`src/hw/rtl/tdpt_pkg.sv`:
```
// shared types, constants and microcode table for the trial-division prime test
package tdpt_pkg;

  localparam int VALUE_WIDTH_DEF = 32;

  // microprogram step addresses, falling through from the last step wraps to idle
  typedef enum logic [2:0] {
    ST_IDLE  = 3'd0,
    ST_SMALL = 3'd1,
    ST_BOUND = 3'd2,
    ST_DIVST = 3'd3,
    ST_DIVWT = 3'd4,
    ST_TEST  = 3'd5,
    ST_NEXT  = 3'd6,
    ST_EMIT  = 3'd7
  } step_t;

  // jump conditions
  typedef enum logic [2:0] {
    CND_NEVER    = 3'd0,
    CND_ALWAYS   = 3'd1,
    CND_NO_INPUT = 3'd2,
    CND_NOT_CAND = 3'd3,
    CND_SQ_GT_N  = 3'd4,
    CND_DIV_BUSY = 3'd5,
    CND_REM_ZERO = 3'd6,
    CND_OUT_BUSY = 3'd7
  } cond_t;

  typedef struct packed {
    cond_t cond;
    step_t target;
    logic  take_in;       // ready for an input transaction
    logic  load;          // on fall-through: capture value, d=2, sq=4
    logic  div_start;     // start remainder n % d
    logic  advance;       // d+1, sq+2d+1
    logic  prime_on_jump; // verdict prime when jump taken
    logic  emit;          // on fall-through: write result register
  } ctrl_t;

  typedef struct packed {
    logic no_input;
    logic not_cand;
    logic sq_gt_n;
    logic div_busy;
    logic rem_zero;
    logic out_busy;
  } status_t;

  function automatic ctrl_t microcode(input step_t step);
    ctrl_t c;
    c = '{cond: CND_NEVER, target: ST_IDLE, take_in: 1'b0, load: 1'b0,
          div_start: 1'b0, advance: 1'b0, prime_on_jump: 1'b0, emit: 1'b0};
    case (step)
      ST_IDLE: begin
        c.cond = CND_NO_INPUT; c.target = ST_IDLE; c.take_in = 1'b1; c.load = 1'b1;
      end
      ST_SMALL: begin
        c.cond = CND_NOT_CAND; c.target = ST_EMIT;
      end
      ST_BOUND: begin
        c.cond = CND_SQ_GT_N; c.target = ST_EMIT; c.prime_on_jump = 1'b1;
      end
      ST_DIVST: begin
        c.div_start = 1'b1;
      end
      ST_DIVWT: begin
        c.cond = CND_DIV_BUSY; c.target = ST_DIVWT;
      end
      ST_TEST: begin
        c.cond = CND_REM_ZERO; c.target = ST_EMIT;
      end
      ST_NEXT: begin
        c.cond = CND_ALWAYS; c.target = ST_BOUND; c.advance = 1'b1;
      end
      ST_EMIT: begin
        c.cond = CND_OUT_BUSY; c.target = ST_EMIT; c.emit = 1'b1;
      end
      default: begin
        c.cond = CND_ALWAYS; c.target = ST_IDLE;
      end
    endcase
    return c;
  endfunction

endpackage

```
`src/hw/rtl/tdpt_dp.sv`:
```
// datapath: value, trial divisor, running square, verdict and result register
module tdpt_dp #(
  parameter int VALUE_WIDTH = tdpt_pkg::VALUE_WIDTH_DEF
) (
  input  logic                   clk,
  input  logic                   rst_n,
  input  tdpt_pkg::ctrl_t        ctrl,
  input  logic                   taken,
  input  logic                   in_valid,
  input  logic [VALUE_WIDTH-1:0] in_value,
  input  logic                   out_ready,
  input  logic                   div_busy,
  input  logic                   div_rem_zero,
  output logic [VALUE_WIDTH-1:0] n_val,
  output logic [VALUE_WIDTH-1:0] d_val,
  output tdpt_pkg::status_t      status,
  output logic                   out_valid,
  output logic                   out_is_prime
);

  logic [VALUE_WIDTH-1:0] n_r, n_nxt;
  logic [VALUE_WIDTH-1:0] d_r, d_nxt;
  logic [VALUE_WIDTH:0]   sq_r, sq_nxt;   // d*d, kept by increments
  logic                   verdict_r, verdict_nxt;
  logic                   out_valid_r, out_valid_nxt;
  logic                   out_prime_r, out_prime_nxt;
  logic                   emit_now;

  assign n_val        = n_r;
  assign d_val        = d_r;
  assign out_valid    = out_valid_r;
  assign out_is_prime = out_prime_r;
  assign emit_now     = ctrl.emit && !taken;

  always_comb begin
    status.no_input = !in_valid;
    status.not_cand = n_r[VALUE_WIDTH-1] || (n_r < VALUE_WIDTH'(2));
    status.sq_gt_n  = (sq_r > {1'b0, n_r});
    status.div_busy = div_busy;
    status.rem_zero = div_rem_zero;
    status.out_busy = out_valid_r && !out_ready;
  end

  always_comb begin
    n_nxt       = n_r;
    d_nxt       = d_r;
    sq_nxt      = sq_r;
    verdict_nxt = verdict_r;
    if (ctrl.load && !taken) begin
      n_nxt       = in_value;
      d_nxt       = VALUE_WIDTH'(2);
      sq_nxt      = (VALUE_WIDTH + 1)'(4);
      verdict_nxt = 1'b0;
    end
    if (ctrl.advance) begin
      d_nxt  = d_r + VALUE_WIDTH'(1);
      sq_nxt = sq_r + {d_r, 1'b1};
    end
    if (ctrl.prime_on_jump && taken) begin
      verdict_nxt = 1'b1;
    end
  end

  always_comb begin
    out_prime_nxt = out_prime_r;
    if (emit_now) begin
      out_valid_nxt = 1'b1;
      out_prime_nxt = verdict_r;
    end else if (out_ready) begin
      out_valid_nxt = 1'b0;
    end else begin
      out_valid_nxt = out_valid_r;
    end
  end

  always_ff @(posedge clk) begin
    if (!rst_n) begin
      out_valid_r <= 1'b0;
    end else begin
      out_valid_r <= out_valid_nxt;
    end
  end

  always_ff @(posedge clk) begin
    n_r         <= n_nxt;
    d_r         <= d_nxt;
    sq_r        <= sq_nxt;
    verdict_r   <= verdict_nxt;
    out_prime_r <= out_prime_nxt;
  end

endmodule

```
`config.mk`:
```
export PLATFORM = sky130hd
export DESIGN_NAME = tdpt_dp
export DESIGN_NICKNAME = d
export VERILOG_FILES = /design/src/hw/rtl/tdpt_pkg.sv /design/src/hw/rtl/tdpt_dp.sv
export SDC_FILE = /design/constraint.sdc
export NUM_CORES = 1
export LEC_CHECK = 0
export ABC_CLOCK_PERIOD_IN_PS = 8900
export BUFFER_PORTS_ARGS = -buffer_cell sky130_fd_sc_hd__clkbuf_2
export CAP_MARGIN = 20
export CORE_MARGIN = 5
export CORE_UTILIZATION = 54
export CTS_CLUSTER_DIAMETER = 40
export CTS_CLUSTER_SIZE = 25
export DETAILED_ROUTE_END_ITERATION = 16
export GPL_ROUTABILITY_DRIVEN = 1
export PLACE_DENSITY = 0.78
export SKIP_LAST_GASP = 1
export SLEW_MARGIN = 10
export SYNTH_ARGS = -nofsm -noshare
export SYNTH_HDL_FRONTEND = slang
export SYNTH_SLANG_ARGS = --single-unit
```
`constraint.sdc`:
```
create_clock -name clk -period 8.9 [get_ports clk]
set_input_delay 1.335 -clock clk [delete_from_list [all_inputs] [get_ports clk]]
set_output_delay 1.335 -clock clk [all_outputs]
set_load 0.03 [all_outputs]
```
==> results.py <==
metrics = {
    "synth": {
        "muxShareOfSynthArea_pct": 0.451,
        "synth_top_family_by_area": "simple AND/OR/NAND/NOR gates",
        "yosys_register_bits": 100,
        "yosys-top-cells-area": "edfxtp_1 (44%), ha_1 (12%), a21o_1 (3.8%), nor2_1 (3.6%), a21oi_1 (3.3%)",
        "yosys.area_share.xor_xnor_pct": 5.79,
        "synth_cells": 650,
        "synth.yosys.seq_area_share_pct": 44.8,
        "avgSynthCellArea_um2": 10.2,
        "synth_top_area_cell": "edfxtp_1",
        "syn_nets": 766,
        "synth-edff-count": 98,
        "synth_warnings": 0,
        "synth_ff_type": "edfxtp_1",
        "yosys.area_share.adder_pct": 12.3,
        "async_flop_share_pct": 0,
        "synth_compound_area_share_pct": 15.1,
        "synth_area_um2": 6660,
        "synthSimpleGateAreaFrac_pct": 17.7,
        "synth_top_area_share_pct": 44.2,
        "synth_cell_types": 65,
    },
    "layout": {
        "final_cell_area_um2": 7680,
        "nets": 871,
        "area_growth_pct": 15.3,
        "drive_gt1_share_pct": 19.2,
        "diodes": 0,
        "utilization_pct": 63.7,
    },
    "clocking": {
        "ctsResizeCount": 0,
        "cts_buffers": 9,
        "root_buffer": "clkbuf_16",
        "cts_tree": "yes",
        "cts_setup_buffers": 0,
        "insertion_delay_ns": 0.35,
        "ctsLongestPathBuffers": 2,
        "cts_hold_buf": 0,
        "htreeDepth": 3,
        "clock_sinks": 100,
        "path_clk_slew_ns": 0.06,
    },
    "pwr": {
        "switching_share_pct": 34.6,
        "combPwrFrac_pct": 34.0,
        "p_leak_nw": 3.46,
        "pwr-share-clk_pct": 25.9,
        "power.internal_mw": 1.08,
        "ir_drop_mv": 0.140,
        "seqPwrFrac_pct": 40.2,
        "p_sw_uw": 572,
        "power.density_nw_per_um2": 215,
    },
    "timing": {
        "final_max_slew_viol_count": 0,
        "fin_crit_ns": 3.73,
        "holdWs_ns": 0.454,
        "rsz0062_at_grt": "false",
        "clock_skew_ns": 0.0115,
        "fin_ws_ns": 5.17,
        "hold_viol": 0,
        "post-route-period-util_pct": 41.9,
        "relSlewSlack_pct": 44.3,
        "fin_setup_tns_ns": 0,
        "worst_slew_pin_slew_ns": 0.836,
        "fmax_mhz": 268,
        "setup_viol": 0,
    },
    "worst_hold_path": {
        "hp-class": "reg2reg",
        "min_path_cells": 0,
    },
    "global_routing": {
        "grt_first_pass_wirelength_mm": 26.2,
        "grt_pass1_vias": 5340,
        "grt_overflow": 0,
        "grt_usage_pct": 22.4,
        "grt_max_degree": 66,
        "antenna_found_initial": 0,
    },
    "setup_path": {
        "crit_family": "compound AO/OA/AOI/OAI gates",
        "path_max_fanout": 3,
        "path_cells": "inv_1 > ha_1 > nor2b_1 > o21ai_0 > nand2_1 > a221o_1 > nor3_1 > o21ai_0 > o21a_1 > clkbuf_2",
        "required_ns": 7.57,
        "r2r_cells": 8,
        "startpoint_type": "register",
        "cpMostUsedCell": "o21ai_0",
        "critPathKind": "reg2out",
        "critPathMaxStageDelay_ns": 0.42,
        "crit_slowest_cell": "edfxtp_1",
        "worstPathArrival_ns": 2.39,
        "cp.depth": 10,
        "cp-end-kind": "output pin",
        "worst-path-buf-inv": 2,
    },
    "die": {
        "ioPinCount": 123,
        "initial_utilization_pct": 55.2,
        "die_h_um": 121,
        "fp-row-count": 40,
        "die_x_um": 121,
        "coreArea_um2": 12100,
        "dieArea_um2": 14600,
    },
    "placed_design": {
        "dp_hpwl_mm": 12.1,
        "pre_cts_ws_ns": 5.51,
        "gp_congestion": 0.930,
        "place_area_um2": 7350,
        "io_buffers": 110,
    },
    "routing": {
        "wirelength_mm": 15.9,
        "drt_first_pass_iters": 4,
        "vias": 5401,
        "drc": 0,
        "avgViaCountPerCell": 5.82,
        "routedWlPerCell_um": 17.1,
        "detail-route-antenna-nets": 0,
        "drt-initial-drc-count": 385,
    },
    "outcome": {
        "outcome": "complete, no violations",
    },
    "flow_run": {
        "drv_cap": 0,
    },
}
## cell usage in the layout (no fill, tap or decap), types with 4 or more instances in the layout
cell / Yosys / routed
nor4_1: 10 / 10
ha_1: 64 / 64
a211oi_1: 5 / 5
edfxtp_1: 98 / 98
a31oi_1: 4 / 4
inv_1: 43 / 43
a21o_1: 34 / 34
nand2b_1: 6 / 6
and2_1: 5 / 5
nor2_1: 63 / 63
nand3_1: 16 / 16
or3_1: 5 / 5
a21oi_1: 44 / 44
o21bai_1: 4 / 4
xor2_1: 22 / 22
xnor2_1: 22 / 22
clkbuf_16: 0 / 9
clkbuf_2: 0 / 110
o21ai_0: 26 / 26
o21a_1: 9 / 9
nand4_1: 24 / 24
nor3_1: 10 / 10
and4_1: 5 / 5
nor2b_1: 9 / 8
nand2_1: 42 / 42
and3_1: 10 / 10
## sequential cells by signal, indices dropped and copies added (netlist names)
| register | cells |
|---|---|
| verdict_r | 1 |
| out_valid | 1 |
| n_val | 32 |
| sq_r | 33 |
| out_is_prime | 1 |
| d_val | 32 |
## final cells by class
type	instances	area (µm²)
Fill cell	972	4380
Clock inverter	2	60.1
Timing Repair Buffer	113	573
Inverter	44	165
Sequential cell	100	2980
Tap cell	168	210
Clock buffer	14	264
Multi-Input combinational cell	487	3420
## cells by family after synthesis
group / Yosys count
multiplexers: 3
XOR/XNOR: 44
adder cells (fa/ha/maj): 65
AO/OA/AOI/OAI: 151
buffers and inverters: 63
AND/OR/NAND/NOR: 224
flip-flops: 100
## path summary, 6_finish.rpt
path / startpoint / to / slack, ns
setup reg to reg: d_val[9] / sq_r[30] / 5.91
hold / removal: verdict_r / out_is_prime / 0.45
hold reg to reg: verdict_r / out_is_prime / 0.45
setup / recovery: n_val[1] / status[3] / 5.17
## Yosys cell counts, types with 2 or more instances
cell type	count
or3_1	5
nor2_1	63
o2111ai_1	2
a211o_1	2
mux2i_1	3
o21a_1	9
a221o_1	3
ha_1	64
nand3_1	16
xnor2_1	22
a31o_2	2
a31oi_1	4
o21ai_0	26
dfxtp_1	2
edfxtp_1	98
nor3_1	10
nand4_1	24
inv_1	43
nor2b_1	9
nand2b_1	6
and2_1	5
or2_2	3
nand2_1	42
and3_2	2
and4_1	5
a311o_1	3
xor2_1	22
buf_4	2
a21oi_1	44
and3_1	10
a21o_1	34
nor4_1	10
nand3b_1	2
o21bai_1	4
a211oi_1	5
clkbuf_1	15
## power groups by stage
stage	combinational (mW)	clock, mW	sequential [mW]
5_1_grt	0.624	0.457	0.670
6_report	0.561	0.428	0.663
3_5_place_dp	0.551	0	0.671
3_3_place_gp	0.533	0	0.670
4_1_cts	0.557	0.434	0.662
2_1_floorplan	0.387	0	0.688
## layer usage
| metal | up-vias | share of wire (%) | track usage [%] |
|---|---|---|---|
| met5 | - | 0 | 0 |
| met1 | 2546 | 47 | 32.3 |
| met3 | 21 | 7.8 | 4.10 |
| met4 | 0 | 1.7 | 8.00 |
| met2 | 197 | 44 | 33.9 |
| li1 | 2637 | - | - |
## through the flow
step | std cells | power [mW]
detailed placement | 912 | 1.22
CTS | 928 | 1.65
floorplan | 650 | 1.07
global route | 928 | 1.75
finish | 928 | 1.65
global placement | 912 | 1.20
(Power assumes the default switching activity.)
